==> config.mk <==
export PLATFORM = sky130hd
export DESIGN_NAME = json_string_unescape_utf8
export DESIGN_NICKNAME = d
export VERILOG_FILES = /design/src/rtl/core/jsu_pkg.sv /design/src/rtl/core/json_string_unescape_utf8.sv
export SDC_FILE = /design/constraint.sdc
export NUM_CORES = 1
export LEC_CHECK = 0
export ABC_AREA = 0
export BUFFER_PORTS_ARGS = -buffer_cell sky130_fd_sc_hd__buf_2
export CORE_MARGIN = 2
export CORE_UTILIZATION = 62
export CTS_CLUSTER_DIAMETER = 120
export DETAILED_ROUTE_END_ITERATION = 10
export PLACE_DENSITY_LB_ADDON = 0.12
export SYNTH_ARGS = -nofsm -noshare
export SYNTH_HDL_FRONTEND = slang
export SYNTH_SLANG_ARGS = --single-unit
==> constraint.sdc <==
create_clock -name i_clk -period 4.8 [get_ports i_clk]
set_clock_uncertainty 0.05 [all_clocks]
set_input_delay 0 -clock i_clk [delete_from_list [all_inputs] [get_ports i_clk]]
set_output_delay 0 -clock i_clk [all_outputs]
set_load 0.05 [all_outputs]
==> src/rtl/core/jsu_pkg.sv <==
// Package for the JSON string unescape block: request and result types,
// status codes, character constants and small decode helpers.
// No dependencies.
package jsu_pkg;

    // Request: one raw byte of JSON text with its framing flags.
    typedef struct packed {
        logic [7:0] text_byte;
        logic       start_req;
        logic       text_end;
    } t_req;

    // Result: one decoded byte, a done mark or an error mark.
    typedef struct packed {
        logic [7:0] data_byte;
        logic [1:0] status;
        logic       last;
    } t_res;

    localparam logic [1:0] ST_BYTE = 2'd0;
    localparam logic [1:0] ST_DONE = 2'd1;
    localparam logic [1:0] ST_ERR  = 2'd2;

    localparam logic [7:0] CH_QUOTE = 8'h22;
    localparam logic [7:0] CH_BSL   = 8'h5C;
    localparam logic [7:0] CH_SLASH = 8'h2F;
    localparam logic [7:0] CH_B     = 8'h62;
    localparam logic [7:0] CH_F     = 8'h66;
    localparam logic [7:0] CH_N     = 8'h6E;
    localparam logic [7:0] CH_R     = 8'h72;
    localparam logic [7:0] CH_T     = 8'h74;
    localparam logic [7:0] CH_U     = 8'h75;
    localparam logic [7:0] CTRL_LIM = 8'h20;

    localparam logic [5:0]  SURR_HI_TAG = 6'b110110;
    localparam logic [5:0]  SURR_LO_TAG = 6'b110111;
    localparam logic [20:0] SUPP_BASE   = 21'h10000;

    // Returns {valid, value} for one hex digit in either case.
    function automatic logic [4:0] hex_digit(input logic [7:0] b);
        logic [4:0] r;
        r = 5'd0;
        if (b >= 8'h30 && b <= 8'h39) begin
            r = {1'b1, b[3:0]};
        end else if ((b >= 8'h61 && b <= 8'h66) || (b >= 8'h41 && b <= 8'h46)) begin
            r = {1'b1, b[3:0] + 4'd9};
        end
        return r;
    endfunction

    // Number of UTF-8 bytes that a code point needs.
    function automatic logic [2:0] utf8_len(input logic [20:0] cp);
        logic [2:0] n;
        if (cp < 21'h80) begin
            n = 3'd1;
        end else if (cp < 21'h800) begin
            n = 3'd2;
        end else if (cp < 21'h10000) begin
            n = 3'd3;
        end else begin
            n = 3'd4;
        end
        return n;
    endfunction

    // UTF-8 bytes of a code point, first byte in element 0.
    function automatic logic [3:0][7:0] utf8_bytes(input logic [20:0] cp);
        logic [3:0][7:0] b;
        b = '0;
        if (cp < 21'h80) begin
            b[0] = cp[7:0];
        end else if (cp < 21'h800) begin
            b[0] = {3'b110, cp[10:6]};
            b[1] = {2'b10, cp[5:0]};
        end else if (cp < 21'h10000) begin
            b[0] = {4'b1110, cp[15:12]};
            b[1] = {2'b10, cp[11:6]};
            b[2] = {2'b10, cp[5:0]};
        end else begin
            b[0] = {5'b11110, cp[20:18]};
            b[1] = {2'b10, cp[17:12]};
            b[2] = {2'b10, cp[11:6]};
            b[3] = {2'b10, cp[5:0]};
        end
        return b;
    endfunction

endpackage

==> src/rtl/core/json_string_unescape_utf8.sv <==
// JSON string body decoder with UTF-8 output.
// Depends on jsu_pkg for the request/result types, codes and helpers.
//
// Usage: raw JSON text enters one byte per request on the req channel; a
// request with start_req set is the opening quote and arms the decoder.
// Plain bytes pass through, escapes and \uXXXX (with surrogate pairs) are
// decoded, and each code point leaves as one to four bytes on the res
// channel. The closing quote gives a done result; malformed or unterminated
// text gives an error result. The final result of each request has last set;
// a request may also give no result at all (idle bytes, a backslash).
// A request is held in an input register and decoded in a single pass into
// the result register, from which its results are offered on the res channel.
// Throughput: one request per cycle while each gives at most one result and
// the receiver takes every result; a request with several results holds the
// result register until all are taken; this sets the rate during UTF-8 bursts.
// Reset leaves the decoder idle with both registers empty. When the receiver
// stalls, the result register holds and the input register still takes one
// more request before req_ready falls.
module json_string_unescape_utf8
    import jsu_pkg::*;
(
    input  logic i_clk,
    input  logic i_rst_n,
    input  logic i_req_valid,
    output logic o_req_ready,
    input  t_req i_req_data,
    output logic o_res_valid,
    input  logic i_res_ready,
    output t_res o_res_data
);

    localparam logic [2:0] PH_IDLE  = 3'd0;
    localparam logic [2:0] PH_BODY  = 3'd1;
    localparam logic [2:0] PH_ESC   = 3'd2;
    localparam logic [2:0] PH_HEX   = 3'd3;
    localparam logic [2:0] PH_HIW   = 3'd4;
    localparam logic [2:0] PH_HIBS  = 3'd5;
    localparam logic [2:0] PH_LOHEX = 3'd6;

    // Input register
    logic       r_in_valid;
    t_req       r_in;

    // Decoder state
    logic [2:0]  r_phase, n_phase;
    logic [1:0]  r_hex_count, n_hex_count;
    logic [15:0] r_code_acc, n_code_acc;
    logic [9:0]  r_high_half, n_high_half;

    // Result register: a code point's bytes, then one single result, then an error.
    logic            r_busy;
    logic [2:0]      r_pos;
    logic [3:0][7:0] r_cp_bytes;
    logic [2:0]      r_cp_len;
    logic            r_s_en;
    logic [7:0]      r_s_byte;
    logic [1:0]      r_s_status;
    logic [2:0]      r_total;

    logic        res_take, res_last, drain, proc;
    logic        cp_en, s_en, err_en;
    logic [20:0] cp_val;
    logic [7:0]  s_byte;
    logic [1:0]  s_status;
    logic [2:0]  cp_len, n_total;

    // Per-byte outcomes of the body and escape rules.
    logic [2:0]  body_phase, esc_phase;
    logic        body_s, esc_s;
    logic [7:0]  body_byte, esc_byte;
    logic [1:0]  body_status, esc_status;
    logic        esc_is_u;
    logic [4:0]  hex;
    logic [15:0] acc_next;
    logic [20:0] lone_cp;

    assign res_take    = r_busy && i_res_ready;
    assign res_last    = (r_pos == r_total - 3'd1);
    assign drain       = !r_busy || (res_take && res_last);
    assign proc        = r_in_valid && drain;
    assign o_req_ready = !r_in_valid || drain;

    always_comb begin
        body_phase  = PH_BODY;
        body_s      = 1'b1;
        body_byte   = r_in.text_byte;
        body_status = ST_BYTE;
        if (r_in.text_byte == CH_QUOTE) begin
            body_phase  = PH_IDLE;
            body_byte   = 8'h00;
            body_status = ST_DONE;
        end else if (r_in.text_byte < CTRL_LIM) begin
            body_phase  = PH_IDLE;
            body_byte   = 8'h00;
            body_status = ST_ERR;
        end else if (r_in.text_byte == CH_BSL) begin
            body_phase = PH_ESC;
            body_s     = 1'b0;
        end
    end

    always_comb begin
        esc_phase  = PH_BODY;
        esc_s      = 1'b1;
        esc_status = ST_BYTE;
        esc_is_u   = 1'b0;
        esc_byte   = 8'h00;
        case (r_in.text_byte)
            CH_QUOTE: esc_byte = 8'h22;
            CH_BSL:   esc_byte = 8'h5C;
            CH_SLASH: esc_byte = 8'h2F;
            CH_B:     esc_byte = 8'h08;
            CH_F:     esc_byte = 8'h0C;
            CH_N:     esc_byte = 8'h0A;
            CH_R:     esc_byte = 8'h0D;
            CH_T:     esc_byte = 8'h09;
            CH_U: begin
                esc_phase = PH_HEX;
                esc_s     = 1'b0;
                esc_is_u  = 1'b1;
            end
            default: begin
                esc_phase  = PH_IDLE;
                esc_status = ST_ERR;
            end
        endcase
    end

    assign hex      = hex_digit(r_in.text_byte);
    assign acc_next = {r_code_acc[11:0], hex[3:0]};
    assign lone_cp  = {5'd0, SURR_HI_TAG, r_high_half};

    always_comb begin
        n_phase     = r_phase;
        n_hex_count = r_hex_count;
        n_code_acc  = r_code_acc;
        n_high_half = r_high_half;
        cp_en       = 1'b0;
        cp_val      = lone_cp;
        s_en        = 1'b0;
        s_byte      = 8'h00;
        s_status    = ST_ERR;
        err_en      = 1'b0;

        if (r_in.start_req) begin
            s_en        = (r_phase != PH_IDLE);
            n_phase     = PH_BODY;
            n_hex_count = 2'd0;
            n_code_acc  = 16'd0;
            n_high_half = 10'd0;
        end else begin
            unique case (r_phase) inside
                PH_BODY: begin
                    n_phase  = body_phase;
                    s_en     = body_s;
                    s_byte   = body_byte;
                    s_status = body_status;
                end
                PH_ESC: begin
                    n_phase  = esc_phase;
                    s_en     = esc_s;
                    s_byte   = esc_byte;
                    s_status = esc_status;
                    if (esc_is_u) begin
                        n_hex_count = 2'd0;
                        n_code_acc  = 16'd0;
                    end
                end
                PH_HEX, PH_LOHEX: begin
                    if (!hex[4]) begin
                        n_phase = PH_IDLE;
                        s_en    = 1'b1;
                    end else begin
                        n_code_acc  = acc_next;
                        n_hex_count = r_hex_count + 2'd1;
                        if (r_hex_count == 2'd3) begin
                            if (r_phase == PH_HEX) begin
                                if (acc_next[15:10] == SURR_HI_TAG) begin
                                    n_high_half = acc_next[9:0];
                                    n_phase     = PH_HIW;
                                end else begin
                                    cp_en   = 1'b1;
                                    cp_val  = {5'd0, acc_next};
                                    n_phase = PH_BODY;
                                end
                            end else if (acc_next[15:10] != SURR_LO_TAG) begin
                                n_phase = PH_IDLE;
                                s_en    = 1'b1;
                            end else begin
                                cp_en   = 1'b1;
                                cp_val  = SUPP_BASE + {1'b0, r_high_half, acc_next[9:0]};
                                n_phase = PH_BODY;
                            end
                        end
                    end
                end
                PH_HIW: begin
                    if (r_in.text_byte == CH_BSL) begin
                        n_phase = PH_HIBS;
                    end else begin
                        // Lone high surrogate goes out before the byte itself.
                        cp_en    = 1'b1;
                        n_phase  = body_phase;
                        s_en     = body_s;
                        s_byte   = body_byte;
                        s_status = body_status;
                    end
                end
                PH_HIBS: begin
                    if (r_in.text_byte == CH_U) begin
                        n_phase     = PH_LOHEX;
                        n_hex_count = 2'd0;
                        n_code_acc  = 16'd0;
                    end else begin
                        cp_en    = 1'b1;
                        n_phase  = esc_phase;
                        s_en     = esc_s;
                        s_byte   = esc_byte;
                        s_status = esc_status;
                    end
                end
                default: n_phase = PH_IDLE;
            endcase
        end

        // Text ends inside an open string: flush a pending high half, then fail.
        // A pending high half here never coincides with an earlier code point.
        if (r_in.text_end && n_phase != PH_IDLE) begin
            if (n_phase == PH_HIW || n_phase == PH_HIBS) begin
                cp_en  = 1'b1;
                cp_val = {5'd0, SURR_HI_TAG, n_high_half};
            end
            err_en  = 1'b1;
            n_phase = PH_IDLE;
        end
    end

    assign cp_len  = cp_en ? utf8_len(cp_val) : 3'd0;
    assign n_total = cp_len + {2'd0, s_en} + {2'd0, err_en};

    always_ff @(posedge i_clk) begin
        if (!i_rst_n) begin
            r_in_valid  <= 1'b0;
            r_phase     <= PH_IDLE;
            r_hex_count <= 2'd0;
            r_code_acc  <= 16'd0;
            r_high_half <= 10'd0;
            r_busy      <= 1'b0;
            r_pos       <= 3'd0;
        end else begin
            if (o_req_ready) begin
                r_in_valid <= i_req_valid;
            end
            if (proc) begin
                r_phase     <= n_phase;
                r_hex_count <= n_hex_count;
                r_code_acc  <= n_code_acc;
                r_high_half <= n_high_half;
            end
            if (proc && n_total != 3'd0) begin
                r_busy <= 1'b1;
                r_pos  <= 3'd0;
            end else if (res_take) begin
                if (res_last) begin
                    r_busy <= 1'b0;
                end else begin
                    r_pos <= r_pos + 3'd1;
                end
            end
        end
    end

    always_ff @(posedge i_clk) begin
        if (o_req_ready && i_req_valid) begin
            r_in <= i_req_data;
        end
        if (proc && n_total != 3'd0) begin
            r_cp_bytes <= utf8_bytes(cp_val);
            r_cp_len   <= cp_len;
            r_s_en     <= s_en;
            r_s_byte   <= s_byte;
            r_s_status <= s_status;
            r_total    <= n_total;
        end
    end

    always_comb begin
        o_res_data.last = res_last;
        if (r_pos < r_cp_len) begin
            o_res_data.data_byte = r_cp_bytes[r_pos[1:0]];
            o_res_data.status    = ST_BYTE;
        end else if (r_pos == r_cp_len && r_s_en) begin
            o_res_data.data_byte = r_s_byte;
            o_res_data.status    = r_s_status;
        end else begin
            o_res_data.data_byte = 8'h00;
            o_res_data.status    = ST_ERR;
        end
    end

    assign o_res_valid = r_busy;

    // The result pointer never runs past the results of the current request.
    a_pos_range: assert property (@(posedge i_clk) disable iff (!i_rst_n)
        r_busy |-> (r_pos < r_total && r_total != 3'd0))
        else $error("result pointer beyond result count");

    // A done result always closes the results of its request.
    a_done_last: assert property (@(posedge i_clk) disable iff (!i_rst_n)
        (o_res_valid && o_res_data.status == ST_DONE) |-> o_res_data.last)
        else $error("done result not marked last");

    // After a request that ends the text the decoder is idle.
    a_end_idle: assert property (@(posedge i_clk) disable iff (!i_rst_n)
        (proc && r_in.text_end) |=> (r_phase == PH_IDLE))
        else $error("decoder still open after end of text");

endmodule

Word level (Yosys, flattened, before mapping). Cells that the tools add are included.

Register bits after elaboration: 91. Input port bits: 14.

Add/sub/neg operators: 7. Order comparisons: 12. Equality and inequality tests: 25. Muxes and demuxes: 91. Bitwise gates (word level): 2. Reduce and logical (&&, ||, !) cells: 31.

Operator list (count): 21-bit 2-to-1 mux (8); 10-bit 2-to-1 mux (8); 8-bit by 7-bit equality test with 1-bit output (second input constant) (7); 8-bit 2-to-1 mux (7); 7-bit case mux with 8 select lines (1); 12-bit 2-to-1 mux (4); 3-bit 2-to-1 mux (14); 12-bit case mux with 3 select lines (1); 16-bit 2-to-1 mux (2); 8-bit case mux with 4 select lines (1); 1-bit 2-to-1 mux (25); 22-bit 2-to-1 mux (1); 17-bit by 20-bit adder with 21-bit output (first input constant) (1); 21-bit by 12-bit less-than comparator with 1-bit output (second input constant) (1); 21-bit by 17-bit less-than comparator with 1-bit output (second input constant) (1); 21-bit by 8-bit less-than comparator with 1-bit output (second input constant) (1); 2-bit 2-to-1 mux (10); 8-bit binary-select mux with 2-bit select (1); 8-bit by 6-bit equality test with 1-bit output (second input constant) (2); 8-bit by 7-bit >= comparator with 1-bit output (second input constant) (2); 8-bit by 7-bit less-or-equal comparator with 1-bit output (second input constant) (2); 3-bit equality test (second input constant) (5); 3-bit case mux with 5 select lines (1); 1-bit logical AND (10); 36 further kinds (52).

Logic depth before layout (Yosys ltp). Gate-level depths: netlist (run 1).

Depth in word-level cells: 25. Depth in mapped cells: 16. Depth with buffers taken out: 15.

Worst setup path before layout (run 1). Ideal clock, no wire load.

Kind: register -> register. Start: reg r_in[9] in the netlist's numbering. End: reg r_cp_bytes[0] in the netlist's numbering (enable). Library setup time: 0.367 ns. Arrival time: 3.794 ns. Required time: 4.383 ns. Path slack: 0.588 ns. Stages on the path, launching flop included: 14. Clock period less this slack: 4.212 ns. Cells stage by stage: edfxtp_1 -> or4b_1 -> or3b_1 -> buf_6 -> a221o_1 -> a31oi_2 -> nand4_1 -> o21a_1 -> a211o_1 -> fa_1 -> inv_1 -> ha_1 -> xnor2_2 -> o31a_4.

Longest elaborated chain between the ends: 23.

Ends and longest elaborated chain: start: declaration (RTL line json_string_unescape_utf8.sv:42) `t_req r_in;`; start signal: assignment (RTL line json_string_unescape_utf8.sv:275) `r_in <= i_req_data;`; 8-bit by 7-bit >= comparator with 1-bit output or 8-bit by 7-bit less-or-equal comparator with 1-bit output (tied branches) (RTL line jsu_pkg.sv:45) `end else if ((b >= 8'h61 && b <= 8'h66) || (b >= 8'h41 && b <= 8'h46)) begin`; 1-bit logical AND (RTL line jsu_pkg.sv:45); 1-bit logical OR (RTL line jsu_pkg.sv:45); 5-bit 2-to-1 mux (RTL line jsu_pkg.sv:45); 5-bit 2-to-1 mux (RTL line jsu_pkg.sv:43) `if (b >= 8'h30 && b <= 8'h39) begin`; 17-bit by 20-bit adder with 21-bit output (RTL line json_string_unescape_utf8.sv:191) `cp_val = SUPP_BASE + {1'b0, r_high_half, acc_next[9:0]};`; 21-bit 2-to-1 mux (RTL line json_string_unescape_utf8.sv:186) `end else if (acc_next[15:10] != SURR_LO_TAG) begin`; 21-bit 2-to-1 mux (RTL line json_string_unescape_utf8.sv:177) `if (r_phase == PH_HEX) begin`; (+8 left out); 3-bit 2-to-1 mux (RTL line jsu_pkg.sv:56) `end else if (cp < 21'h800) begin`; 3-bit 2-to-1 mux (RTL line jsu_pkg.sv:54) `if (cp < 21'h80) begin`; 3-bit 2-to-1 mux (RTL line json_string_unescape_utf8.sv:238) `assign cp_len = cp_en ? utf8_len(cp_val) : 3'd0;`; 3-bit by 1-bit adder with 3-bit output (RTL line json_string_unescape_utf8.sv:239) `assign n_total = cp_len + {2'd0, s_en} + {2'd0, err_en};`; 3-bit by 1-bit adder with 3-bit output (*) (RTL line json_string_unescape_utf8.sv:239); net n_total[2] (RTL line json_string_unescape_utf8.sv:65) `logic [2:0] cp_len, n_total;`; 3-bit nonzero test (*) (RTL line json_string_unescape_utf8.sv:277) `if (proc && n_total != 3'd0) begin`; 1-bit logical AND (*) (RTL line json_string_unescape_utf8.sv:277); end signal: assignment (RTL line json_string_unescape_utf8.sv:278) `r_cp_bytes <= utf8_bytes(cp_val);`; end: declaration (RTL line json_string_unescape_utf8.sv:53) `logic [3:0][7:0] r_cp_bytes;`.

Mark *: on every way through the listed nets, which the timed path passes. The rest lies on a longest branch. A chain may end at the register's enable or synchronous reset.

Worst setup path after layout (run 1).
Start: reg r_in[9] in the netlist's numbering. End: reg r_cp_bytes[25] in the netlist's numbering (enable).

Longest elaborated chain between the ends: 23.

Ends and longest elaborated chain (RTL line): 8-bit by 7-bit >= comparator with 1-bit output or 8-bit by 7-bit less-or-equal comparator with 1-bit output (tied branches) (jsu_pkg.sv:45); 1-bit logical AND (jsu_pkg.sv:45); 1-bit logical OR (jsu_pkg.sv:45); 5-bit 2-to-1 mux (jsu_pkg.sv:45); 5-bit 2-to-1 mux (jsu_pkg.sv:43); 17-bit by 20-bit adder with 21-bit output (json_string_unescape_utf8.sv:191); 21-bit 2-to-1 mux (json_string_unescape_utf8.sv:186); 21-bit 2-to-1 mux (json_string_unescape_utf8.sv:177); (+8 left out); 3-bit 2-to-1 mux (jsu_pkg.sv:56); 3-bit 2-to-1 mux (jsu_pkg.sv:54); 3-bit 2-to-1 mux (*) (json_string_unescape_utf8.sv:238); net cp_len[2] (json_string_unescape_utf8.sv:65); 3-bit by 1-bit adder with 3-bit output (*) (2 in series) (json_string_unescape_utf8.sv:239); net n_total[2] (json_string_unescape_utf8.sv:65); 3-bit nonzero test (*) (json_string_unescape_utf8.sv:277); 1-bit logical AND (*) (json_string_unescape_utf8.sv:277).

Marks and branches as above.

==> flow_metrics.env, run 1 <==
export IMPL_io_pins=27
export IMPL_synthArstFlopShare_pct=0
export IMPL_hold_path_class="in2reg"
export IMPL_drt_initial_drc_count=500
export IMPL_h_tree_depth=3
export IMPL_rows=34
export IMPL_rsz0062_at_grt="no"
export IMPL_cts_sinks=88
export IMPL_crit_path_end_kind="flip-flop"
export IMPL_period_minus_slack_ns=4.47
export IMPL_worstPathArrival_ns=4.46
export IMPL_nNetsFinal=600
export IMPL_initial_core_util_pct=62.8
export IMPL_dpl_hpwl_um=9470
export IMPL_clock_fmax_mhz=224
export IMPL_hold_viol=0
export IMPL_grt_pass1_wl_um=21300
export IMPL_die_area_um2=9470
export IMPL_yosysUniqueCellTypes=85
export IMPL_placed_area_um2=5590
export IMPL_yosysSeqAreaShare_pct=43.0
export IMPL_n_antenna_cell=0
export IMPL_syn_area_um2=5400
export IMPL_gp_congestion=0.931
export IMPL_portBuffers=26
export IMPL_wl_per_cell_um=19.3
export IMPL_clockBufferDepth=2
export IMPL_nFillCells=697
export IMPL_clockRootBuffer="clkbuf_8"
export IMPL_vias_per_cell=6.47
export IMPL_hold_ws_ns=0.0397
export IMPL_power_leakage_nw=2.07
export IMPL_ys_flop_type="edfxtp_1"
export IMPL_final_area_um2=5910
export IMPL_grt_pass1_vias=4102
export IMPL_numCtsBuffers=9
export IMPL_finalWirelength_um=13200
export IMPL_vias=4434
export IMPL_start_kind="flip-flop"
export IMPL_drive_gt1_share_pct=15.4
export IMPL_die_x_um=97.3
export IMPL_grt_use_total_pct=28.3
export IMPL_grt_antenna_before_repair=0
export IMPL_synth_area_top_cells="edfxtp_1, dfxtp_1, a22oi_1, nand2_1, nor2b_1"
export IMPL_finish_cell_count_without_fillers=685
export IMPL_worst_pin_slew_ns=1.14
export IMPL_tns_ns=0
export IMPL_swShare_pct=26.7
export IMPL_synth_warnings=0
export IMPL_p_seq_share_pct=57.3
export IMPL_syn_nets=575
export IMPL_dpl_cell_count=657
export IMPL_grt_start_max_net_pins=51
export IMPL_p_clk_share_pct=35.3
export IMPL_synth_area_per_cell_um2=9.87
export IMPL_postRouteAntennaNets=0
export IMPL_grt_overflow_total=0
export IMPL_cap_violations=0
export IMPL_synth_area_leader_cell="edfxtp_1"
export IMPL_crit_type="reg2reg"
export IMPL_area_growth_pct=9.50
export IMPL_cts_tree="done"
export IMPL_power_frac_comb_pct=7.4
export IMPL_crit_fanout=25
export IMPL_status="complete, no violations"
export IMPL_maxSlewHeadroom_pct=23.9
export IMPL_power_internal_mw=1.06
export IMPL_yosys_area_top_type_share_pct=31.1
export IMPL_clkSlewWorstSetupHoldPaths_ns=0.10
export IMPL_finalSetupViolations=0
export IMPL_cellPowerDensity_nw_per_um2=245
export IMPL_die_h_um=97.3
export IMPL_syn_inst=547
export IMPL_coreArea_um2=8590
export IMPL_drcViolationCount=0
export IMPL_drtPass1Iterations=7
export IMPL_ys_seq_elements=88
export IMPL_clk_latency_ns=0.37
export IMPL_finalMaxSlewViolations=0
export IMPL_synth_edff_count=56
export IMPL_p_sw_uw=387
export IMPL_ir_worst_vdd_mv=0.142
export IMPL_period_share_pct=93.2
export IMPL_total_power_mw=1.45
export IMPL_required_ns=4.79
## synthesized netlist by cell type (all sizes together), types with 5 or more instances
| cell type | instances |
|---|---|
| o21ai | 15 |
| nor2b | 31 |
| a21o | 5 |
| a21oi | 22 |
| ha | 13 |
| nor3b | 7 |
| and3 | 9 |
| edfxtp | 56 |
| clkbuf | 27 |
| dfxtp | 32 |
| a31oi | 10 |
| a22oi | 29 |
| o22ai | 7 |
| a21boi | 5 |
| or3 | 5 |
| buf | 8 |
| nor3 | 12 |
| xor2 | 6 |
| nand3b | 6 |
| mux2i | 14 |
| mux4 | 7 |
| nand2 | 53 |
| nand3 | 17 |
| o21a | 5 |
| or2 | 5 |
| nand2b | 9 |
| nand4 | 5 |
| nor2 | 36 |
| inv | 22 |
| o221ai | 6 |
## worst max-delay path, stage by stage, from the launching register on
cell and delay (ns):
edfxtp_1 0.47, or4b_1 0.61, or3b_1 0.53, buf_4 0.21, a2111oi_4 0.59, o21ai_4 0.23, clkinv_2 0.19, a211o_1 0.15
fa_1 0.17, inv_1 0.04, ha_1 0.20, xnor2_2 0.30, o31a_4 0.39
## path summary, 6_finish.rpt
check	startpoint	endpoint	slack (ns)	depth (start not counted)
setup / recovery	r_in[9]$_DFFE_PP_	r_cp_bytes[25]$_SDFFCE_PP0P_	0.33	12
hold / removal	i_res_ready	r_pos[0]$_SDFFE_PP0P_	0.04	5
setup reg to reg	r_in[9]$_DFFE_PP_	r_cp_bytes[25]$_SDFFCE_PP0P_	0.33	12
hold reg to reg	r_high_half[1]$_SDFFE_PN0P_	r_high_half[1]$_SDFFE_PN0P_	0.49	2
## cell usage in the layout, fill, tap and decap left out, types with 4 or more instances in the layout
master and n:
a211o_1 4, a21boi_0 4, a21o_1 5, a21oi_1 22, a22oi_1 29, a31oi_1 9
and2_1 4, and3_1 8, buf_2 26, buf_4 11, clkbuf_8 9, dfxtp_1 32
dlygate4sd3_1 11, edfxtp_1 56, ha_1 13, inv_1 21, mux2i_1 14, mux4_2 7
nand2_1 53, nand2b_1 8, nand3_1 17, nand3b_1 6, nand4_1 5, nor2_1 35
nor2b_1 31, nor3_1 11, nor3b_1 7, o21a_1 4, o21ai_0 11, o221ai_1 5
o22ai_1 7, or2_2 4, or3_1 5, xor2_1 6
## area by class of cell
cell class              instances  area (um2)  area share, %
clock buffers                   9         124           2.10
clock inverters                 7        73.8           1.25
inverters                      23        87.6           1.48
multi-input cells             402        2850           48.1
flip-flops and latches         88        2320           39.3
well taps                     108         135           2.29
repair buffers                 48         323           5.46
## state kept, by name (all words and copies together), names as in the netlist
register / flops
r_cp_bytes: 29
r_s_en: 1
r_cp_len: 3
r_pos: 3
r_s_byte: 8
r_phase: 3
r_high_half: 10
r_s_status: 2
r_code_acc: 12
r_in_valid: 1
o_res_valid: 1
r_hex_count: 2
r_total: 3
r_in: 10
## per-stage QoR
step                      util (%)  setup slack, ns
after floorplan                  -            0.588
after detailed placement      65.0            0.226
after CTS                     68.6            0.203
after global routing          68.8            0.101
after global placement        65.0            0.325
final                         68.8            0.328
## kinds of logic after synthesis
family,after synthesis,share of synthesized area (%)
AND/OR/NAND/NOR,213,21.3
AO/OA/AOI/OAI,140,19.8
flip-flops,88,43.0
buffers and inverters,58,4.59
multiplexers,24,6.14
adder cells (fa/ha/maj),14,3.38
XOR/XNOR,10,1.76
## power by group through the flow
| stage | sequential, mW | clock [mW] | combinational [mW] |
|---|---|---|---|
| floorplan | 0.843 | 0 | 0.0711 |
| global placement | 0.846 | 0 | 0.0945 |
| detailed placement | 0.848 | 0 | 0.0969 |
| CTS | 0.831 | 0.512 | 0.104 |
| global route | 0.833 | 0.543 | 0.116 |
| finish | 0.831 | 0.511 | 0.107 |
## per-layer routing
layer	GRT usage (%)	wire length (um)	vias up
met5	0	0	-
met4	6.94	172	0
met3	4.82	898	23
met2	46.3	6460	202
met1	39.9	5660	2117
li1	-	-	2092
## timing repair
item	in CTS	in global routing
setup endpoints to repair	0	46
hold endpoints to repair	11	0
gates resized for setup	0	1
hold buffers	11	0
setup buffers	0	0
Note: power is estimated with default switching activity, not from simulation.
==> run 2, diff against run 1 <==
--- a/config.mk
+++ b/config.mk
@@ -11,6 +11,7 @@
 export CORE_UTILIZATION = 62
 export CTS_CLUSTER_DIAMETER = 120
 export DETAILED_ROUTE_END_ITERATION = 10
+export MAX_ROUTING_LAYER = met4
 export PLACE_DENSITY_LB_ADDON = 0.12
 export SYNTH_ARGS = -nofsm -noshare
 export SYNTH_HDL_FRONTEND = slang
==> flow_metrics.env, run 2 (synthesis gave the netlist of run 1 again) <==
export IMPL_coreArea_um2=8590
export IMPL_ir_worst_vdd_mv=0.149
export IMPL_multi_input_area_um2=2850
export IMPL_crit_fanout=25
export IMPL_r2r_start="r_in[9]$_DFFE_PP_"
export IMPL_crit_path_end_kind="flip-flop"
export IMPL_crit_start="r_in[9]$_DFFE_PP_"
export IMPL_drcViolationCount=0
export IMPL_slowest_stage="or4b_1"
export IMPL_status="complete, no violations"
export IMPL_drive_gt1_share_pct=15.6
export IMPL_finalSetupViolations=0
export IMPL_r2r_setup_slack_ns=0.30
export IMPL_worst_pin_slew_ns=1.12
export IMPL_cts_tree="done"
export IMPL_worstPathArrival_ns=4.71
export IMPL_hold_path_class="in2reg"
export IMPL_hold_viol=0
export IMPL_power_leakage_nw=2.07
export IMPL_maxSlewHeadroom_pct=25.1
export IMPL_drtPass1Iterations=6
export IMPL_clock_fmax_mhz=222
export IMPL_top_regs="r_cp_bytes x29, r_code_acc x12"
export IMPL_grt_pass1_wl_um=21500
export IMPL_drt_initial_drc_count=519
export IMPL_clockRootBuffer="clkbuf_8"
export IMPL_cap_violations=0
export IMPL_crit_type="reg2reg"
export IMPL_postCtsSetupBuffers=0
export IMPL_path_common_cell="o21a_1"
export IMPL_whs_path_depth=2
export IMPL_tns_ns=0
export IMPL_r2r_end="o_res_valid$_SDFFE_PN0P_"
export IMPL_gp_congestion=0.950
export IMPL_grt_use_total_pct=29.5
export IMPL_n_antenna_cell=0
export IMPL_die_h_um=97.3
export IMPL_largest_reg_flops=29
export IMPL_dpl_hpwl_um=9400
export IMPL_grt_antenna_before_repair=0
export IMPL_required_ns=5.01
export IMPL_rsz0062_at_grt="no"
export IMPL_period_minus_slack_ns=4.50
export IMPL_vias=4440
export IMPL_cellPowerDensity_nw_per_um2=243
export IMPL_hold_start="i_rst_n"
export IMPL_hold_path_end="o_res_valid$_SDFFE_PN0P_"
export IMPL_worst_path_largest_cell_delay_ns=0.60
export IMPL_finalMaxSlewViolations=0
export IMPL_vias_per_cell=6.47
export IMPL_nNetsFinal=601
export IMPL_grt_overflow_total=0
export IMPL_clk_latency_ns=0.37
export IMPL_io_pins=27
export IMPL_crit_chain="or4b_1 -> or3b_1 -> a221o_1 -> a31oi_2 -> nand4_1 -> o21a_1 -> a211o_1 -> fa_1 -> inv_1 -> ha_1 -> o31a_4 -> o21a_1"
export IMPL_grt_pass1_vias=4204
export IMPL_area_growth_pct=9.59
export IMPL_regArea_um2=2320
export IMPL_period_share_pct=93.7
export IMPL_postRouteAntennaNets=0
export IMPL_layout_common_cells="edfxtp_1, nand2_1, nor2_1"
export IMPL_die_x_um=97.3
export IMPL_top_register="r_cp_bytes"
export IMPL_ff2ff_path_depth=12
export IMPL_rows=34
export IMPL_grt_start_max_net_pins=51
export IMPL_wl_per_cell_um=19.2
export IMPL_numCtsBuffers=9
export IMPL_portBuffers=26
export IMPL_cts_sinks=88
export IMPL_mostFrequentLayoutCell="edfxtp_1"
export IMPL_start_kind="flip-flop"
export IMPL_fin_util_pct=68.9
export IMPL_initial_core_util_pct=62.8
export IMPL_die_area_um2=9470
export IMPL_h_tree_depth=3
export IMPL_nFillCells=692
export IMPL_clkSlewWorstSetupHoldPaths_ns=0.10
export IMPL_clockBufferDepth=2
export IMPL_finalWirelength_um=13100
-- run 2: cell count changes in the layout (fill, tap and decap cells not counted) --
cell / previous run / this run
buf_4: 11 / 12
inv_6: 0 / 1
inv_8: 3 / 2
-- run 2: how the worst max path moves through the flow --
stage	slack (ns)	endpoint
CTS	0.20	r_cp_len[0]$_DFFE_PP_
finish	0.30	o_res_valid$_SDFFE_PN0P_
detailed placement	0.26	r_cp_bytes[13]$_SDFFCE_PP0P_
global placement	0.33	r_cp_bytes[27]$_SDFFCE_PP0P_
floorplan	0.59	r_cp_bytes[0]$_DFFE_PP_
global route	0.1	r_pos[0]$_SDFFE_PP0P_
-- run 2: layout make-up --
class	instances	share of cell area (%)
multi-input combinational	402	48.1
sequential	88	39.2
inverter	23	1.48
clock buffer	9	2.09
tap	108	2.28
clock inverter	7	1.21
timing repair buffer	49	5.58
-- run 2: repair_timing --
action                                 CTS  global route
hold buffers                            11             0
setup endpoints to repair                0            46
gates resized for setup                  0             1
endpoints found under the hold margin   11             0
-- run 2: layer usage --
layer / vias up / share of wire [%] / GRT usage [%]
met1: 2113 / 43 / 40.5
met4: 0 / 2.2 / 9.94
met3: 31 / 7.1 / 4.32
met2: 200 / 48 / 45.5
li1: 2096 / - / -
met5: - / 0 / -
-- run 2: through the flow --
step | worst slack, ns | power, mW | instances | instance area (um2) | hold slack [ns]
floorplan | 0.588 | 0.914 | 547 | 5400 | 0.0489
global placement | 0.326 | 0.941 | 658 | 5590 | 0.127
detailed placement | 0.258 | 0.943 | 658 | 5590 | 0.128
CTS | 0.195 | 1.44 | 685 | 5900 | 0.0506
global route | 0.0960 | 1.49 | 686 | 5920 | 0.0800
finish | 0.302 | 1.44 | 686 | 5920 | 0.0576
-- run 2: where the power goes --
group | internal, mW | switching [mW] | total (mW) | leakage [nW]
Clock | 0.202 | 0.302 | 0.504 | 0.0926
Combinational | 0.0408 | 0.0646 | 0.105 | 1.25
Sequential | 0.817 | 0.0139 | 0.831 | 0.727
-- run 2: worst max-delay path: cells and delay by family (launching register included) --
kind | cells | cell delay (ns)
AOI/OAI and AO/OA | 6 | 1.79
and+or+nand+nor | 3 | 1.33
DFF | 1 | 0.47
buffers and inverters | 1 | 0.06
adders and majority gates | 2 | 0.70
